**config.mk**
```make
export PLATFORM = sky130hd
export DESIGN_NAME = pwm_duty_ppm_meter
export DESIGN_NICKNAME = d
export VERILOG_FILES = /design/src/rtl/core/pdm_pkg.sv /design/src/rtl/core/pdm_ctrl.sv /design/src/rtl/core/pdm_muldiv.sv /design/src/rtl/core/pwm_duty_ppm_meter.sv
export SDC_FILE = /design/constraint.sdc
export NUM_CORES = 1
export LEC_CHECK = 0
export ABC_AREA = 1
export BUFFER_PORTS_ARGS = -buffer_cell sky130_fd_sc_hd__buf_2
export CAP_MARGIN = 20
export CORE_ASPECT_RATIO = 0.9
export CORE_MARGIN = 10
export CORE_UTILIZATION = 45
export DETAILED_ROUTE_END_ITERATION = 10
export GPL_ROUTABILITY_DRIVEN = 0
export MAX_ROUTING_LAYER = met4
export PLACE_DENSITY = 0.68
export SLEW_MARGIN = 20
export SYNTH_ARGS = -nofsm -noshare
export SYNTH_HDL_FRONTEND = slang
export SYNTH_SLANG_ARGS = --single-unit
```
**constraint.sdc**
```tcl
create_clock -name clk -period 10.1 [get_ports clk]
set_input_delay 0 -clock clk [delete_from_list [all_inputs] [get_ports clk]]
set_output_delay 0 -clock clk [all_outputs]
set_load 0.05 [all_outputs]
```
**src/rtl/core/pdm_pkg.sv**
```systemverilog
// ----------------------------------------------------------------------------
// pdm_pkg
// Shared types and constants of the PWM duty cycle to ppm meter.
// ----------------------------------------------------------------------------
package pdm_pkg;

    localparam int CNT_W   = 15;
    localparam int FS_W    = 14;
    localparam int MARG_W  = 4;
    localparam int DEN_W   = CNT_W + 1;
    localparam int PROD_W  = CNT_W + FS_W;
    localparam int STEP_W  = 4;
    localparam int CFG_W   = 15;

    localparam logic [1:0] ST_OK      = 2'd0;
    localparam logic [1:0] ST_TIMEOUT = 2'd1;
    localparam logic [1:0] ST_INVALID = 2'd2;

    localparam logic [1:0] CFG_TIMEOUT_LIMIT = 2'd0;
    localparam logic [1:0] CFG_FULL_SCALE    = 2'd1;
    localparam logic [1:0] CFG_EDGE_MARGIN   = 2'd2;

    localparam logic [CNT_W-1:0]  TIMEOUT_RESET = 15'd2200;
    localparam logic [FS_W-1:0]   FULL_SCALE_RESET = 14'd2000;
    localparam logic [MARG_W-1:0] MARGIN_RESET  = 4'd2;

    typedef struct packed {
        logic             emit;
        logic [1:0]       status;
        logic             need_div;
        logic [CNT_W-1:0] high;
        logic [CNT_W-1:0] low;
        logic [CNT_W-1:0] num;
        logic [DEN_W-1:0] den;
    } pdm_event_t;

endpackage

```
**src/rtl/core/pdm_ctrl.sv**
```systemverilog
// ----------------------------------------------------------------------------
// pdm_ctrl
// Phase sequencer: edge search, period counting, budget and pulse checks.
// ----------------------------------------------------------------------------
module pdm_ctrl
    import pdm_pkg::*;
(
    input  logic              clk,
    input  logic              rst_n,
    input  logic              accept,
    input  logic              kind,
    input  logic              level,
    input  logic [CNT_W-1:0]  timeout_limit,
    input  logic [MARG_W-1:0] edge_margin,
    output pdm_event_t        ev
);

    typedef enum logic [2:0] {
        PH_IDLE          = 3'd0,
        PH_WAIT_HIGH_END = 3'd1,
        PH_WAIT_RISE     = 3'd2,
        PH_COUNT_HIGH    = 3'd3,
        PH_COUNT_LOW     = 3'd4
    } phase_t;

    phase_t           phase_reg, phase_next;
    logic [CNT_W-1:0] budget_reg, budget_next;
    logic [CNT_W-1:0] high_reg, high_next;
    logic [CNT_W-1:0] low_reg, low_next;

    phase_t           p;
    logic [CNT_W-1:0] budget_dec;
    logic [CNT_W-1:0] m_ext;
    logic [CNT_W-1:0] num_w;
    logic [DEN_W-1:0] den_w;

    always_comb
    begin
        phase_next  = phase_reg;
        budget_next = budget_reg;
        high_next   = high_reg;
        low_next    = low_reg;
        p           = phase_reg;
        budget_dec  = budget_reg - CNT_W'(1);
        m_ext       = CNT_W'(edge_margin);
        num_w       = high_reg - m_ext;
        den_w       = {1'b0, num_w} + {1'b0, low_reg - m_ext};
        ev          = '0;
        if (accept)
        begin
            if (!kind)
            begin
                phase_next  = PH_WAIT_HIGH_END;
                budget_next = timeout_limit;
                high_next   = '0;
                low_next    = '0;
            end
            else if (phase_reg inside {[PH_WAIT_HIGH_END:PH_COUNT_LOW]})
            begin
                if (budget_reg == '0)
                begin
                    phase_next = PH_IDLE;
                    ev.emit    = 1'b1;
                    ev.status  = ST_TIMEOUT;
                end
                else
                begin
                    if (p == PH_WAIT_HIGH_END && !level)
                        p = PH_WAIT_RISE;
                    if (p == PH_WAIT_RISE && level)
                        p = PH_COUNT_HIGH;
                    if (p == PH_COUNT_HIGH && !level)
                        p = PH_COUNT_LOW;
                    if (p == PH_COUNT_LOW && level)
                    begin
                        phase_next = PH_IDLE;
                        if (high_reg < m_ext || low_reg < m_ext || den_w == '0)
                        begin
                            ev.emit   = 1'b1;
                            ev.status = ST_INVALID;
                        end
                        else
                        begin
                            ev.need_div = 1'b1;
                            ev.num      = num_w;
                            ev.den      = den_w;
                        end
                    end
                    else
                    begin
                        if (p == PH_COUNT_HIGH)
                            high_next = high_reg + CNT_W'(1);
                        if (p == PH_COUNT_LOW)
                            low_next = low_reg + CNT_W'(1);
                        budget_next = budget_dec;
                        if (budget_dec == '0)
                        begin
                            phase_next = PH_IDLE;
                            ev.emit    = 1'b1;
                            ev.status  = ST_TIMEOUT;
                        end
                        else
                        begin
                            phase_next = p;
                        end
                    end
                end
            end
        end
        ev.high = high_next;
        ev.low  = low_next;
    end

    always_ff @(posedge clk or negedge rst_n)
    begin
        if (!rst_n)
        begin
            phase_reg  <= PH_IDLE;
            budget_reg <= '0;
            high_reg   <= '0;
            low_reg    <= '0;
        end
        else
        begin
            phase_reg  <= phase_next;
            budget_reg <= budget_next;
            high_reg   <= high_next;
            low_reg    <= low_next;
        end
    end

endmodule

```
**src/rtl/core/pdm_muldiv.sv**
```systemverilog
// ----------------------------------------------------------------------------
// pdm_muldiv
// Bit-serial shift-add multiplier followed by a bit-serial restoring divider.
// ----------------------------------------------------------------------------
module pdm_muldiv
    import pdm_pkg::*;
(
    input  logic             clk,
    input  logic             rst_n,
    input  logic             start,
    input  logic [FS_W-1:0]  full_scale,
    input  logic [CNT_W-1:0] num,
    input  logic [DEN_W-1:0] den,
    output logic             busy,
    output logic             done,
    output logic [FS_W-1:0]  quotient
);

    typedef enum logic [1:0] {
        S_IDLE = 2'd0,
        S_MUL  = 2'd1,
        S_DIV  = 2'd2,
        S_DONE = 2'd3
    } state_t;

    state_t            state_reg;
    logic [STEP_W-1:0] cnt_reg;
    logic [FS_W-1:0]   fs_reg;
    logic [CNT_W-1:0]  num_reg;
    logic [DEN_W-1:0]  den_reg;
    logic [PROD_W-1:0] acc_reg;
    logic [DEN_W-1:0]  rem_reg;
    logic [FS_W-1:0]   qr_reg;

    logic [PROD_W-1:0] acc_next;
    logic [DEN_W:0]    trial;
    logic [DEN_W:0]    diff;
    logic              ge;

    // The low product bits share one shift register with the quotient bits.
    always_comb
    begin
        acc_next = {acc_reg[PROD_W-2:0], 1'b0}
                   + (fs_reg[FS_W-1] ? PROD_W'(num_reg) : PROD_W'(0));
        trial    = {rem_reg, qr_reg[FS_W-1]};
        diff     = trial - {1'b0, den_reg};
        ge       = (trial >= {1'b0, den_reg});
    end

    always_ff @(posedge clk or negedge rst_n)
    begin
        if (!rst_n)
        begin
            state_reg <= S_IDLE;
            cnt_reg   <= '0;
            fs_reg    <= '0;
            num_reg   <= '0;
            den_reg   <= '0;
            acc_reg   <= '0;
            rem_reg   <= '0;
            qr_reg    <= '0;
        end
        else
        begin
            case (state_reg)
                S_IDLE:
                begin
                    if (start)
                    begin
                        fs_reg    <= full_scale;
                        num_reg   <= num;
                        den_reg   <= den;
                        acc_reg   <= '0;
                        cnt_reg   <= '0;
                        state_reg <= S_MUL;
                    end
                end
                S_MUL:
                begin
                    acc_reg <= acc_next;
                    fs_reg  <= {fs_reg[FS_W-2:0], 1'b0};
                    if (cnt_reg == STEP_W'(FS_W - 1))
                    begin
                        rem_reg   <= DEN_W'(acc_next[PROD_W-1:FS_W]);
                        qr_reg    <= acc_next[FS_W-1:0];
                        cnt_reg   <= '0;
                        state_reg <= S_DIV;
                    end
                    else
                    begin
                        cnt_reg <= cnt_reg + STEP_W'(1);
                    end
                end
                S_DIV:
                begin
                    rem_reg <= ge ? diff[DEN_W-1:0] : trial[DEN_W-1:0];
                    qr_reg  <= {qr_reg[FS_W-2:0], ge};
                    cnt_reg <= cnt_reg + STEP_W'(1);
                    if (cnt_reg == STEP_W'(FS_W - 1))
                        state_reg <= S_DONE;
                end
                S_DONE:
                begin
                    state_reg <= S_IDLE;
                end
                default:
                begin
                    state_reg <= S_IDLE;
                end
            endcase
        end
    end

    assign busy     = (state_reg != S_IDLE);
    assign done     = (state_reg == S_DONE);
    assign quotient = qr_reg;

endmodule

```
**src/rtl/core/pwm_duty_ppm_meter.sv**
```systemverilog
// ----------------------------------------------------------------------------
// pwm_duty_ppm_meter
// Measures a sensor PWM period from millisecond ticks and reports its ppm.
// ----------------------------------------------------------------------------
//  Channel   Direction  Signals
//  s_axis    in         s_tvalid, s_tready, s_tuser (kind), s_tdata (pin_level)
//  m_axis    out        m_tvalid, m_tready, m_tdata (status, ppm, high, low)
//  cfg       in         cfg_we, cfg_addr, cfg_wdata
//
//  A start or a tick is taken when s_tready is high. The tick that closes a
//  valid period stalls the input through 14 multiply steps, 14 divide
//  steps, the done state and the holding register. Any other result
//  stalls the input while it sits in the holding register. Either kind
//  of result waits there longer while the output register is full and
//  not taken.
//  Reset clears the phase, counters and handshake state and loads the
//  register defaults.
// ----------------------------------------------------------------------------
module pwm_duty_ppm_meter
    import pdm_pkg::*;
(
    input  logic             clk,
    input  logic             rst_n,
    input  logic             s_tvalid,
    output logic             s_tready,
    input  logic [7:0]       s_tdata,   // [0] pin_level
    input  logic             s_tuser,   // [0] kind
    output logic             m_tvalid,
    input  logic             m_tready,
    output logic [47:0]      m_tdata,   // [1:0] status, [15:2] ppm,
                                        // [30:16] high_time, [45:31] low_time
    input  logic             cfg_we,
    input  logic [1:0]       cfg_addr,
    input  logic [CFG_W-1:0] cfg_wdata
);

    logic [CNT_W-1:0]  timeout_reg;
    logic [FS_W-1:0]   full_scale_reg;
    logic [MARG_W-1:0] margin_reg;

    logic              accept;
    pdm_event_t        ev;
    logic              md_busy;
    logic              md_done;
    logic [FS_W-1:0]   md_quot;

    logic              pend_valid_reg;
    logic [1:0]        pend_status_reg;
    logic [FS_W-1:0]   pend_ppm_reg;
    logic [CNT_W-1:0]  pend_high_reg;
    logic [CNT_W-1:0]  pend_low_reg;
    logic [CNT_W-1:0]  div_high_reg;
    logic [CNT_W-1:0]  div_low_reg;
    logic              out_valid_reg;
    logic [47:0]       out_data_reg;
    logic              out_load;

    assign s_tready = !md_busy && !pend_valid_reg;
    assign accept   = s_tvalid && s_tready;
    assign out_load = pend_valid_reg && (!out_valid_reg || m_tready);

    always_ff @(posedge clk or negedge rst_n)
    begin
        if (!rst_n)
        begin
            timeout_reg    <= TIMEOUT_RESET;
            full_scale_reg <= FULL_SCALE_RESET;
            margin_reg     <= MARGIN_RESET;
        end
        else if (cfg_we)
        begin
            case (cfg_addr)
                CFG_TIMEOUT_LIMIT: timeout_reg    <= cfg_wdata[CNT_W-1:0];
                CFG_FULL_SCALE:    full_scale_reg <= cfg_wdata[FS_W-1:0];
                CFG_EDGE_MARGIN:   margin_reg     <= cfg_wdata[MARG_W-1:0];
                default:           timeout_reg    <= timeout_reg;
            endcase
        end
    end

    pdm_ctrl u_ctrl (
        .clk           (clk),
        .rst_n         (rst_n),
        .accept        (accept),
        .kind          (s_tuser),
        .level         (s_tdata[0]),
        .timeout_limit (timeout_reg),
        .edge_margin   (margin_reg),
        .ev            (ev)
    );

    pdm_muldiv u_muldiv (
        .clk        (clk),
        .rst_n      (rst_n),
        .start      (ev.need_div),
        .full_scale (full_scale_reg),
        .num        (ev.num),
        .den        (ev.den),
        .busy       (md_busy),
        .done       (md_done),
        .quotient   (md_quot)
    );

    always_ff @(posedge clk)
    begin
        if (ev.need_div)
        begin
            div_high_reg <= ev.high;
            div_low_reg  <= ev.low;
        end
    end

    always_ff @(posedge clk or negedge rst_n)
    begin
        if (!rst_n)
        begin
            pend_valid_reg  <= 1'b0;
            pend_status_reg <= ST_OK;
            pend_ppm_reg    <= '0;
            pend_high_reg   <= '0;
            pend_low_reg    <= '0;
            out_valid_reg   <= 1'b0;
            out_data_reg    <= '0;
        end
        else
        begin
            if (ev.emit)
            begin
                pend_valid_reg  <= 1'b1;
                pend_status_reg <= ev.status;
                pend_ppm_reg    <= '0;
                pend_high_reg   <= ev.high;
                pend_low_reg    <= ev.low;
            end
            else if (md_done)
            begin
                pend_valid_reg  <= 1'b1;
                pend_status_reg <= ST_OK;
                pend_ppm_reg    <= md_quot;
                pend_high_reg   <= div_high_reg;
                pend_low_reg    <= div_low_reg;
            end
            else if (out_load)
            begin
                pend_valid_reg <= 1'b0;
            end

            if (out_load)
            begin
                out_valid_reg <= 1'b1;
                out_data_reg  <= {2'b00, pend_low_reg, pend_high_reg,
                                  pend_ppm_reg, pend_status_reg};
            end
            else if (m_tready)
            begin
                out_valid_reg <= 1'b0;
            end
        end
    end

    assign m_tvalid = out_valid_reg;
    assign m_tdata  = out_data_reg;

endmodule

```
==> results.json <==
{
  "status": "complete, no violations",
  "io_pins": 81,
  "ir_worst_vdd_v": 0.000151,
  "tritoncts": "done",
  "clock.fmax_mhz": 155,
  "grt-ovfl-total": 0,
  "final_cells": 2919,
  "min_path_type": "primary input to async pin",
  "slew-limit-headroom": 0.323,
  "cts_buffers": 35,
  "period_minus_slack_ns": 6.46,
  "drive_gt1_frac": 0.0835,
  "utilization": 0.513,
  "global_route.usage.total": 0.194,
  "synth_area_leaders": "dfrtp_1, nand2_1, inv_1",
  "synth_area_leader_cell": "dfrtp_1",
  "rsz0062_at_grt": "false",
  "final-setup-viol-count": 0,
  "synth_ff_type": "dfrtp_1",
  "leakage_nw": 10.1,
  "yosysWarnings": 0,
  "mostFrequentLayoutCells": "nand2_1, dfrtp_1, inv_1",
  "tightestPinTransition_ns": 1.01,
  "fin_crit_sh": 0.639,
  "drt_iter0_drc": 1409,
  "totalWireLength_um": 45300,
  "synth_top_cell_area_share": 0.386,
  "num_rows": 68,
  "die_x_um": 229,
  "root_buffer": "clkbuf_16",
  "diodes": 0,
  "die_y_um": 208,
  "final_net_count": 2468,
  "synth.distinct_cells": 52,
  "wire_per_inst_um": 15.5,
  "avgSynthCellArea_um2": 7.67,
  "grt_pass1_wl_um": 76200,
  "arrival_ns": 6.89,
  "clock_latency_ns": 0.53,
  "ant_nets": 0,
  "power_density_nw_per_um2": 237,
  "crit-reg2reg-launch": "u_ctrl.low_reg[0]",
  "clkTransAtPathRegs_ns": 0.07,
  "critPathKind": "register to register",
  "worstPathRequired_ns": 10.53,
  "worstSetupEndpointType": "register",
  "synth_area_um2": 17700,
  "synth_edf_count": 30,
  "clock-sinks": 314,
  "largest_reg_flops": 46,
  "ys_seq_area_frac": 0.454,
  "htree_levels": 2,
  "layout_commonest_cell": "nand2_1",
  "antenna_found_initial": 0,
  "grt_start_max_net_pins": 80,
  "initial_core_util": 0.458,
  "netlist_instances": 2307,
  "wl_met3_um": 2140,
  "setup-tns-final_ns": 0,
  "design.core.area_um2": 38600,
  "portBuffers": 71,
  "wl_met1_um": 21400,
  "dr.pass1.iters": 6,
  "routed.top_layer": "met4",
  "dp_cells": 2831,
  "finClkSkew_ns": 0.0174,
  "vias": 15300,
  "async_flop_share": 0.904,
  "clockBufferDepth": 3,
  "finalHoldViolCount": 0,
  "setup.worst_path.start": "u_ctrl.low_reg[0]",
  "grt_pass1_vias": 14800,
  "cts_resized": 0,
  "area_delta_synth_final_pct": 12.0,
  "place_hpwl_um": 33000,
  "drv_cap": 0,
  "die_area_um2": 47600,
  "drc": 0,
  "slew_viol_final": 0,
  "path_max_fanout": 47,
  "ys_ff_latch": 314,
  "viasPerCell": 5.24,
  "met2_length_um": 20700,
  "start_kind": "register"
}
## layer usage
metal / track usage / vias up
met1: 0.262 / 7234
met5: - / -
met4: 0.0553 / 0
met3: 0.0253 / 84
met2: 0.302 / 409
li1: - / 7579
## what timing repair did
action | in CTS | in global routing
hold buffers | 26 | 0
setup buffers | 0 | 0
endpoints found under the hold margin | 116 | 0
## layout make-up
| cell class | instances | area, µm² |
|---|---|---|
| Clock buffer | 41 | 928 |
| Clock inverter | 21 | 238 |
| Fill cell | 3775 | 18800 |
| Inverter | 274 | 1030 |
| Multi-Input combinational cell | 1636 | 8230 |
| Sequential cell | 314 | 8020 |
| Tap cell | 525 | 657 |
| Timing Repair Buffer | 108 | 708 |
## per-stage QoR
| step | setup slack (ns) | total power, mW | hold slack, ns | cell area [µm²] |
|---|---|---|---|---|
| 2_1_floorplan | 5.91 | 2.93 | -0.296 | 17700 |
| 3_3_place_gp | 4.09 | 3.33 | 0.0223 | 18400 |
| 3_5_place_dp | 3.90 | 3.37 | 0.0312 | 18400 |
| 4_1_cts | 3.81 | 4.70 | 0.0807 | 19800 |
| 5_1_grt | 2.97 | 5.02 | 0.0910 | 19800 |
| 6_report | 3.64 | 4.69 | 0.0446 | 19800 |
## Yosys cell counts (7+ instances only)
master / count
clkbuf_1: 47
nor2_1: 156
buf_1: 8
nand4_1: 21
dfstp_2: 11
nand2_1: 720
inv_1: 265
a21oi_1: 86
edfxtp_1: 30
nor2_4: 7
a31oi_1: 22
dfrtp_1: 273
buf_6: 8
nor4_1: 10
nand3_2: 10
o211ai_1: 16
o21ai_1: 7
o22ai_1: 15
xnor2_1: 14
nand2_2: 9
ha_1: 63
nand3_1: 188
o21ai_0: 177
inv_2: 8
nor3_1: 18
xor2_1: 41
buf_2: 15
## report_power, final
group	total [mW]	internal [mW]	switching, mW	leakage (nW)
Clock	1.31	0.787	0.523	0.574
Sequential	1.59	1.46	0.133	3.98
Combinational	1.79	0.537	1.25	5.54
Total	4.69	2.78	1.91	10.1
## critical path: stages, from the launching register on
cell      delay, ns
dfrtp_1        0.42
inv_1          0.16
ha_1           0.23
fa_1           0.23
nor2_1         0.06
a211oi_1       0.33
nand3b_1       0.18
nor2_1         0.13
nand2_1        0.09
nor3_1         0.32
nand3_1        0.19
nor3_1         0.22
xor2_1         0.34
ha_1           0.33
a21o_1         0.19
nor2_1         0.12
nand2_1        0.07
a21oi_1        0.17
nand3_1        0.10
nor2_1         0.11
nand3_1        0.20
nand3_2        0.61
nand2_2        0.74
inv_2          0.59
nand2_1        0.10
o21ai_0        0.09
## cell families after synthesis
kind of cell             share of synthesized area
AND/OR/NAND/NOR                              0.279
AO/OA/AOI/OAI                                0.108
buffers and inverters                       0.0817
other                                     0.000212
flip-flops                                   0.454
adder cells (fa/ha/maj)                     0.0502
XOR/XNOR                                    0.0272
## worst paths after layout
path / to / slack [ns] / cells past startpoint
min: u_muldiv.acc_reg[21] / 0.04 / 2
min reg2reg: m_tdata[31] / 0.47 / 2
max in group asynchronous: m_tdata[35] / 7.93 / 4
min in group clk: timeout_reg[14] / 0.27 / 4
max: u_muldiv.acc_reg[7] / 3.64 / 25
max reg2reg: u_muldiv.acc_reg[7] / 3.64 / 25
Power figures use the tool's default switching activity.
